### src/rtl/pba_pkg.sv
// Package for the page bitmap allocator: field widths, codes, defaults and
// the word popcount shared by the datapath. No dependencies.
package pba_pkg;

  // Default geometry (handed to the top level as parameter defaults).
  // PAGE_BYTES must be a power of two.
  localparam int NUM_PAGES_DEF  = 256;
  localparam int PAGE_BYTES_DEF = 4096;

  // Flags are stored this many to a memory word.
  localparam int WORD_BITS  = 32;
  localparam int WORD_SHIFT = $clog2(WORD_BITS);
  localparam int POPC_W     = $clog2(WORD_BITS + 1);

  // Transaction field widths
  localparam int MODE_W  = 1;
  localparam int BYTES_W = 21;
  localparam int ADDR_W  = 20;
  localparam int FREE_W  = 9;
  localparam int POOL_W  = 9;

  localparam logic [POOL_W-1:0] POOL_RESET = 9'd256;

  // Request modes
  localparam logic MODE_ALLOC = 1'b0;
  localparam logic MODE_FREE  = 1'b1;

  // Count of set bits in one flag word: nibble counts, then an 8-step sum.
  function automatic logic [POPC_W-1:0] popcount_word(input logic [WORD_BITS-1:0] w);
    logic [2:0]        nib [WORD_BITS/4];
    logic [POPC_W-1:0] total;
    for (int i = 0; i < WORD_BITS / 4; i++) begin
      nib[i] = 3'(w[4*i]) + 3'(w[4*i+1]) + 3'(w[4*i+2]) + 3'(w[4*i+3]);
    end
    total = '0;
    for (int i = 0; i < WORD_BITS / 4; i++) begin
      total = total + POPC_W'(nib[i]);
    end
    return total;
  endfunction

endpackage

### src/rtl/pba_ram.sv
// Generic single-write, single-read RAM with registered read data.
// Holds the page flag words of the allocator. No dependencies.
module pba_ram #(
  parameter int WIDTH = 32,
  parameter int DEPTH = 8,
  localparam int AW   = (DEPTH > 1) ? $clog2(DEPTH) : 1
) (
  input  logic             clk,
  input  logic             we,
  input  logic [AW-1:0]    waddr,
  input  logic [WIDTH-1:0] wdata,
  input  logic [AW-1:0]    raddr,
  output logic [WIDTH-1:0] rdata
);

  logic [WIDTH-1:0] mem [DEPTH];

  // Write port
  always_ff @(posedge clk) begin
    if (we) begin
      mem[waddr] <= wdata;
    end
  end

  // Registered read port
  always_ff @(posedge clk) begin
    rdata <= mem[raddr];
  end

endmodule

### src/rtl/page_bitmap_allocator.sv
// Page bitmap allocator, top level: request sequencer, range mask unit and
// flag counter around one flag RAM. Depends on pba_pkg and pba_ram.
//
// Usage
//   s_tdata carries one request: mode (0 allocate, 1 free), a byte size and,
//   for a free, a byte address. The size is rounded up to n pages. An
//   allocate takes the first free run of n pages at page 0, n, 2n, ... inside
//   the pool; a free clears n flags from the address's page, clipped to the
//   pool. m_tdata returns one result per request: granted, the run's byte
//   address (0 on refusal and on free) and the pages free after the request.
//   cfg_data writes the pool size in pages; write it only while idle.
// Operation
//   Flags sit WORD_BITS to a RAM word; one range mask / popcount unit works
//   one word at a time (RAM read, then test or update). With W words in the
//   pool RAM, a request tests each word of each candidate slot, updates each
//   word of the run, then recounts all W words for the free pages. A failed
//   slot moves the test on to the next slot of n pages, or ends in refusal
//   once the next slot would pass the pool end.
//   One request is in work at a time; s_tready is low meanwhile.
// Reset and stalls
//   After rst the RAM is cleared one word a cycle with s_tready low. A
//   finished result waits in the output register while m_tready is low;
//   the next request is accepted meanwhile and worked through, then waits
//   in S_DONE until the output register is free.
module page_bitmap_allocator
  import pba_pkg::*;
#(
  parameter int NUM_PAGES  = NUM_PAGES_DEF,
  parameter int PAGE_BYTES = PAGE_BYTES_DEF
) (
  input  logic              clk,
  input  logic              rst,
  // Request stream: [0] mode, [21:1] request_bytes, [41:22] byte_address
  input  logic              s_tvalid,
  output logic              s_tready,
  input  logic [47:0]       s_tdata,
  // Result stream: [0] granted, [20:1] page_address, [29:21] free_pages
  output logic              m_tvalid,
  input  logic              m_tready,
  output logic [31:0]       m_tdata,
  // Pool size register write
  input  logic              cfg_valid,
  output logic              cfg_ready,
  input  logic [POOL_W-1:0] cfg_data
);

  localparam int PAGE_SHIFT = $clog2(PAGE_BYTES);
  localparam int WORDS      = (NUM_PAGES + WORD_BITS - 1) / WORD_BITS;
  localparam int WA_W       = (WORDS > 1) ? $clog2(WORDS) : 1;
  localparam int IDX_W      = $clog2(NUM_PAGES + 1);
  localparam int N_W        = BYTES_W + 1 - PAGE_SHIFT;
  localparam int CW         = ((N_W > IDX_W) ? N_W : IDX_W) + 1;
  localparam int PW         = (POOL_W > IDX_W) ? POOL_W : IDX_W;
  localparam logic [WA_W-1:0] LAST_WORD = WA_W'(WORDS - 1);

  typedef enum logic [8:0] {
    S_CLEAR  = 9'b000000001,
    S_IDLE   = 9'b000000010,
    S_CHK_RD = 9'b000000100,
    S_CHK    = 9'b000001000,
    S_APL_RD = 9'b000010000,
    S_APL_WR = 9'b000100000,
    S_CNT_RD = 9'b001000000,
    S_CNT    = 9'b010000000,
    S_DONE   = 9'b100000000
  } state_t;

  state_t                state;
  logic [WA_W-1:0]       cur_w;
  logic [CW-1:0]         lo;
  logic [CW-1:0]         hi;
  logic [CW-1:0]         n_run;
  logic                  set_bits;
  logic                  granted;
  logic [CW-1:0]         res_page;
  logic [CW-1:0]         acc;
  logic [POOL_W-1:0]     pool_pages;

  logic                  out_granted;
  logic [ADDR_W-1:0]     out_addr;
  logic [FREE_W-1:0]     out_free;

  // Input field unpacking
  logic                  in_mode;
  logic [BYTES_W-1:0]    in_bytes;
  logic [ADDR_W-1:0]     in_addr;
  logic [BYTES_W:0]      bytes_up;
  logic [CW-1:0]         in_n;
  logic [CW-1:0]         in_start;
  logic [CW-1:0]         in_end;

  assign in_mode  = s_tdata[0];
  assign in_bytes = s_tdata[21:1];
  assign in_addr  = s_tdata[41:22];
  assign bytes_up = {1'b0, in_bytes} + (BYTES_W+1)'(PAGE_BYTES - 1);
  assign in_n     = CW'(bytes_up[BYTES_W:PAGE_SHIFT]);
  assign in_start = CW'(in_addr[ADDR_W-1:PAGE_SHIFT]);
  assign in_end   = in_start + in_n;

  // Pool in effect: min(pool_pages, NUM_PAGES)
  logic [PW-1:0] pool_ext;
  logic [CW-1:0] pool;
  assign pool_ext = PW'(pool_pages);
  assign pool     = (pool_ext < PW'(NUM_PAGES)) ? CW'(pool_ext) : CW'(NUM_PAGES);

  // Flag RAM
  logic                 ram_we;
  logic [WORD_BITS-1:0] ram_wdata;
  logic [WORD_BITS-1:0] ram_rdata;

  pba_ram #(
    .WIDTH (WORD_BITS),
    .DEPTH (WORDS)
  ) u_flags (
    .clk   (clk),
    .we    (ram_we),
    .waddr (cur_w),
    .wdata (ram_wdata),
    .raddr (cur_w),
    .rdata (ram_rdata)
  );

  // Range mask unit: bits of word cur_w whose page lies in [lo, hi)
  logic [CW-1:0]        word_base;
  logic [WORD_BITS-1:0] mask;
  always_comb begin
    word_base = CW'(cur_w) << WORD_SHIFT;
    for (int b = 0; b < WORD_BITS; b++) begin
      mask[b] = ((word_base | CW'(b)) >= lo) && ((word_base | CW'(b)) < hi);
    end
  end

  logic [CW-1:0]   hi_m1;
  logic [WA_W-1:0] last_w;
  logic [WA_W-1:0] lo_w;
  logic            hit;
  logic [CW-1:0]   next_hi;
  assign hi_m1   = hi - CW'(1);
  assign last_w  = hi_m1[WA_W+WORD_SHIFT-1:WORD_SHIFT];
  assign lo_w    = lo[WA_W+WORD_SHIFT-1:WORD_SHIFT];
  assign hit     = |(ram_rdata & mask);
  assign next_hi = hi + n_run;

  // RAM write data: clear sweep, or set / clear of the masked flags
  assign ram_we    = (state == S_CLEAR) || (state == S_APL_WR);
  assign ram_wdata = (state == S_CLEAR) ? '0 :
                     set_bits ? (ram_rdata | mask) : (ram_rdata & ~mask);

  assign s_tready  = (state == S_IDLE);
  assign cfg_ready = 1'b1;

  // Pool size register
  always_ff @(posedge clk) begin
    if (rst) begin
      pool_pages <= POOL_RESET;
    end else if (cfg_valid && cfg_ready) begin
      pool_pages <= cfg_data;
    end
  end

  // Request sequencer
  always_ff @(posedge clk) begin
    if (rst) begin
      state <= S_CLEAR;
      cur_w <= '0;
    end else begin
      case (state)
        S_CLEAR: begin
          if (cur_w == LAST_WORD) begin
            cur_w <= '0;
            state <= S_IDLE;
          end else begin
            cur_w <= cur_w + WA_W'(1);
          end
        end
        S_IDLE: begin
          if (s_tvalid) begin
            n_run    <= in_n;
            res_page <= '0;
            if (in_mode == MODE_ALLOC) begin
              set_bits <= 1'b1;
              granted  <= 1'b0;
              if (in_n == '0 || in_n > pool) begin
                lo    <= '0;
                hi    <= pool;
                acc   <= '0;
                cur_w <= '0;
                state <= S_CNT_RD;
              end else begin
                lo    <= '0;
                hi    <= in_n;
                cur_w <= '0;
                state <= S_CHK_RD;
              end
            end else begin
              set_bits <= 1'b0;
              granted  <= 1'b1;
              if (in_n == '0 || in_start >= pool) begin
                lo    <= '0;
                hi    <= pool;
                acc   <= '0;
                cur_w <= '0;
                state <= S_CNT_RD;
              end else begin
                lo    <= in_start;
                hi    <= (in_end < pool) ? in_end : pool;
                cur_w <= in_start[WA_W+WORD_SHIFT-1:WORD_SHIFT];
                state <= S_APL_RD;
              end
            end
          end
        end
        S_CHK_RD: begin
          state <= S_CHK;
        end
        // Test one word of the candidate slot
        S_CHK: begin
          if (hit) begin
            if (next_hi > pool) begin
              lo    <= '0;
              hi    <= pool;
              acc   <= '0;
              cur_w <= '0;
              state <= S_CNT_RD;
            end else begin
              lo    <= hi;
              hi    <= next_hi;
              cur_w <= hi[WA_W+WORD_SHIFT-1:WORD_SHIFT];
              state <= S_CHK_RD;
            end
          end else if (cur_w == last_w) begin
            cur_w <= lo_w;
            state <= S_APL_RD;
          end else begin
            cur_w <= cur_w + WA_W'(1);
            state <= S_CHK_RD;
          end
        end
        S_APL_RD: begin
          state <= S_APL_WR;
        end
        // Read-modify-write one word of the run
        S_APL_WR: begin
          if (cur_w == last_w) begin
            if (set_bits) begin
              granted  <= 1'b1;
              res_page <= lo;
            end
            lo    <= '0;
            hi    <= pool;
            acc   <= '0;
            cur_w <= '0;
            state <= S_CNT_RD;
          end else begin
            cur_w <= cur_w + WA_W'(1);
            state <= S_APL_RD;
          end
        end
        S_CNT_RD: begin
          state <= S_CNT;
        end
        // Recount used pages inside the pool
        S_CNT: begin
          acc <= acc + CW'(popcount_word(ram_rdata & mask));
          if (cur_w == LAST_WORD) begin
            cur_w <= '0;
            state <= S_DONE;
          end else begin
            cur_w <= cur_w + WA_W'(1);
            state <= S_CNT_RD;
          end
        end
        S_DONE: begin
          if (!m_tvalid || m_tready) begin
            state <= S_IDLE;
          end
        end
        default: begin
          state <= S_CLEAR;
          cur_w <= '0;
        end
      endcase
    end
  end

  // Output register
  logic [CW+PAGE_SHIFT-1:0] res_bytes;
  logic                     out_load;
  assign res_bytes = {res_page, {PAGE_SHIFT{1'b0}}};
  assign out_load  = (state == S_DONE) && (!m_tvalid || m_tready);

  always_ff @(posedge clk) begin
    if (rst) begin
      m_tvalid <= 1'b0;
    end else if (out_load) begin
      m_tvalid <= 1'b1;
    end else if (m_tready) begin
      m_tvalid <= 1'b0;
    end
  end

  always_ff @(posedge clk) begin
    if (out_load) begin
      out_granted <= granted;
      out_addr    <= ADDR_W'(res_bytes);
      out_free    <= FREE_W'(pool - acc);
    end
  end

  assign m_tdata = {2'b00, out_free, out_addr, out_granted};

  // Checks
  assert property (@(posedge clk) disable iff (rst)
    (s_tvalid && s_tready) |=> !s_tready)
    else $error("request accepted while a request is in work");

  assert property (@(posedge clk) disable iff (rst)
    (m_tvalid && !out_granted) |-> (out_addr == '0))
    else $error("refused allocation carries a nonzero address");

  assert property (@(posedge clk) disable iff (rst)
    (state == S_CLEAR) |-> (!s_tready && ram_we && ram_wdata == '0))
    else $error("clear sweep not writing zeros or accepting requests");

  assert property (@(posedge clk) disable iff (rst)
    ram_we |-> ((state == S_CLEAR) || (state == S_APL_WR)))
    else $error("flag RAM written outside clear or update");

endmodule

### config.mk
export PLATFORM = sky130hd
export DESIGN_NAME = page_bitmap_allocator
export DESIGN_NICKNAME = d
export VERILOG_FILES = /design/src/rtl/pba_pkg.sv /design/src/rtl/pba_ram.sv /design/src/rtl/page_bitmap_allocator.sv
export SDC_FILE = /design/constraint.sdc
export NUM_CORES = 1
export LEC_CHECK = 0
export BUFFER_PORTS_ARGS = -buffer_cell sky130_fd_sc_hd__buf_2
export CAP_MARGIN = 20
export CORE_MARGIN = 2
export CORE_UTILIZATION = 62
export CTS_CLUSTER_DIAMETER = 100
export DETAILED_ROUTE_END_ITERATION = 10
export PLACE_DENSITY = 0.81
export SLEW_MARGIN = 20
export SYNTH_ARGS = -nofsm -noshare
export SYNTH_HDL_FRONTEND = slang
export SYNTH_SLANG_ARGS = --single-unit
### constraint.sdc
create_clock -name clk -period 9.9 [get_ports clk]
set_input_delay 0 -clock clk [delete_from_list [all_inputs] [get_ports clk]]
set_output_delay 0 -clock clk [all_outputs]
set_load 0.02 [all_outputs]
==> summary.md <==
| Metric | Value |
|---|---|
| Run status | `finished, final reports clean` |
| Drt wl/cell | `24.8 um` |
| Final Hold Vio Count | `0` |
| P_leak | `7.93 nW` |
| Yosys warns | `0` |
| Max Slew Vio Count | `0` |
| Clock buffer depth | `3` |
| Area delta synth->final | `12.4%` |
| Share of cells above drive strength 1 | `10.6%` |
| Grt total ovfl | `0` |
| Via-per-instance ratio | `6.72` |
| Period minus WS final | `8.26 ns` |
| Asr flop ratio synth | `0%` |
| Synth cell types | `90` |
| Largest net degree at the start of global routing | `35` |
| Clock sink total | `379` |
| Worst EP required | `10.16 ns` |
| Vias in the first global route | `13800` |
| Power density cells | `245 mW/mm2` |
| Crit Path Class | `reg -> reg` |
| Clock root buffer | `clkbuf_16` |
| Crit end category | `flip-flop` |
| Clk_lat worst skew | `0.54 ns` |
| Syn Std Cell Area | `0.0190 mm2` |
| TritonCTS clock tree | `done` |
| Clock skew | `0.0238 ns` |
| Number of vias in the routed layout | `14000` |
| Antenna Diode Count | `0` |
| Hold Path Sink | `n_run[2]` |
| Initial drt markers | `1683` |
| R2R setup slack | `1.64 ns` |
| IO Pins | `97` |
| Post-route total power | `5.22 mW` |
| GRT Overall Usage | `32.5%` |
| Clk slew on worst S/H paths | `0.06 ns` |
| CTS buffer count | `38` |
| RSZ-0062 raised after global routing | `false` |
| Placed wire-length estimate | `32400 um` |
| Die area | `0.0320 mm2` |
| Synth Area per Inst | `12.2 um2` |
| Core area | `0.0303 mm2` |
| Port Buf Inserts | `63` |
| FF-to-FF End | `acc[8]` |
| Worst-Margin Slew | `1.03 ns` |
| CP Max Fanout | `23` |
| Nets | `1829` |
| RR Startpoint | `cur_w[2]` |
| Die Height | `179 um` |
| Floorplan row count | `64` |
| Final Cycle Share | `83.5%` |
| Synth Instances | `1557` |
| Die Wd | `179 um` |
| 1st-pass router iterations | `6` |
| Setup ws final | `1.64 ns` |
| Synth Register Bits | `379` |
| Arr. time, crit path | `8.52 ns` |
| Max_cap viols | `0` |
| H-Tree Depth | `2` |
| EDFF count, synth | `325` |
| Drc violations | `0` |
| Fillers | `2072` |
| Final setup violation count | `0` |
| Initial antenna violation count | `0` |
| # Post-CTS Setup Buffers | `0` |
| Dominant synthesized flop cell | `edfxtp_1` |
| Hold_sp | `s_tdata[15]` |
| Final Routed Wirelength | `51500 um` |
| Starting density of the core | `62.5%` |
| Routability cong. | `1.02` |
| Max Freq | `0.121 GHz` |
| Routed Antenna Nets | `0` |
| Reg2reg path depth | `22` |
| Worst Hold Depth | `2` |
| Hold crit path type | `in -> reg` |
| Util after Layout | `70.3%` |
| Slew headroom | `31.3%` |
| Peak supply drop | `0.000181 V` |
| Setup TNS | `0 ns` |
| Sequential area share after synthesis | `57.1%` |
| First-pass GRT wire length | `77700 um` |
| Pre-CTS WS | `1.74 ns` |
| Worst Setup Start Kind | `flip-flop` |
| CTS resizes | `0` |
-- critical path: stages, from the launching register on --
cell	delay, ns
dfxtp_1	0.71
ha_1	0.40
a21oi_1	0.40
nand2_1	0.60
a21oi_1	0.45
or3_1	0.20
fa_1	0.46
fa_1	0.54
fa_1	0.55
inv_1	0.06
fa_1	0.50
fa_1	0.52
fa_1	0.52
fa_1	0.48
fa_1	0.42
a21oi_1	0.17
o21bai_1	0.11
a21oi_1	0.20
nor2_1	0.07
o21a_1	0.19
o21ai_0	0.20
xor2_1	0.17
nor2_1	0.06
-- synth_stat cells, types with 24 or more instances --
cell | number | area (um2)
o21ai_0 | 45 | 225
fa_1 | 29 | 581
mux2i_1 | 42 | 420
a22oi_1 | 138 | 1040
inv_1 | 79 | 297
nor2_1 | 102 | 383
a21oi_1 | 64 | 320
nand2_1 | 82 | 308
dfxtp_1 | 54 | 1080
nand4_1 | 44 | 275
and2_1 | 24 | 150
nand3_1 | 35 | 175
edfxtp_1 | 325 | 9760
xnor2_1 | 25 | 219
ha_1 | 85 | 1060
clkbuf_1 | 70 | 263
-- state kept, by name, indices dropped and copies added (netlist names), 9 cells and up --
| name | flops |
|---|---|
| state | 9 |
| u_flags.mem | 256 |
| pool_ext | 9 |
| n_run | 10 |
| out_free | 9 |
| acc | 9 |
| u_flags.rdata | 32 |
| hi | 11 |
| lo | 11 |
-- cell usage in the layout (no fill, tap or decap), types with 6 or more instances in the layout --
cell,synthesis,layout
o21ai_1,7,7
nor4_1,6,6
nand4_1,44,44
o21bai_1,7,7
buf_2,0,63
a211oi_1,10,10
a21oi_1,64,64
clkbuf_16,0,38
o211ai_1,17,17
xor2_1,15,15
nand2b_1,8,8
clkinv_2,0,8
a31oi_1,7,7
inv_1,79,79
a22o_1,10,10
nand3_1,35,35
nand2_1,82,82
xnor2_1,25,25
dlygate4sd3_1,0,44
or3_1,7,7
nor2_1,102,99
o21ai_0,45,45
and4b_1,7,7
a21o_1,12,12
a22oi_1,138,138
a221oi_1,7,7
and3_1,17,17
nor2b_1,22,16
ha_1,85,85
conb_1,2,17
mux2i_1,42,42
and2_1,24,24
clkbuf_1,70,10
buf_4,16,23
o21a_1,12,12
nor2b_4,0,6
edfxtp_1,325,325
dfxtp_1,54,54
nor3_1,23,19
fa_1,29,29
-- stage by stage --
stage                     cell area (um2)  hold slack [ns]  std cells
after floorplan                     19000            0.130       1572
after global placement              19700            0.217       1964
after detailed placement            19700            0.240       1965
after CTS                           21300          0.00612       2077
after global routing                21300           0.0172       2077
final                               21300           0.0178       2077
-- layer usage --
metal / GRT usage, % / up-vias / routed length [um]
met3: 5.05 / 211 / 4190
li1: - / 6133 / -
met2: 53.1 / 839 / 24400
met5: 0 / - / 0
met4: 18.3 / 0 / 2830
met1: 41.5 / 6776 / 20100
-- worst max path at each step --
stage / from / to / slack [ns] / depth (start not counted)
global route: cur_w[2] / acc[8] / 1.26 / 22
finish: cur_w[2] / acc[8] / 1.64 / 22
floorplan: hi[7] / acc[8] / 2.44 / 27
CTS: cur_w[2] / acc[8] / 1.72 / 22
detailed placement: cur_w[2] / acc[8] / 1.74 / 22
global placement: cur_w[2] / acc[8] / 1.93 / 22
-- area by class of cell --
cell class | instances | area [um2] | share of cell area, %
flip-flops and latches | 379 | 10800 | 50.8
multi-input cells | 1022 | 7580 | 35.5
clock buffers | 50 | 1020 | 4.76
repair buffers | 130 | 928 | 4.35
well taps | 396 | 495 | 2.32
inverters | 82 | 308 | 1.44
clock inverters | 18 | 168 | 0.786
-- where the power goes --
group	internal, mW	switching [mW]	leakage, nW	total, mW
Combinational	0.436	1.00	3.86	1.44
Clock	0.782	0.599	0.582	1.38
Sequential	2.23	0.168	3.49	2.40
-- cells by family after synthesis --
logic type	share of synthesized area (%)
AO/OA/AOI/OAI	15.1
XOR/XNOR	1.85
adder cells (fa/ha/maj)	8.72
buffers and inverters	3.74
flip-flops	57.1
multiplexers	2.22
other	0.0396
AND/OR/NAND/NOR	11.2
-- repair_timing --
action                                  4_1_cts  5_1_grt
endpoints found under the hold margin        29        0
hold buffers                                 44        0
endpoints found under the setup margin        0        0
No activity file was read; power rests on OpenSTA's default activity.
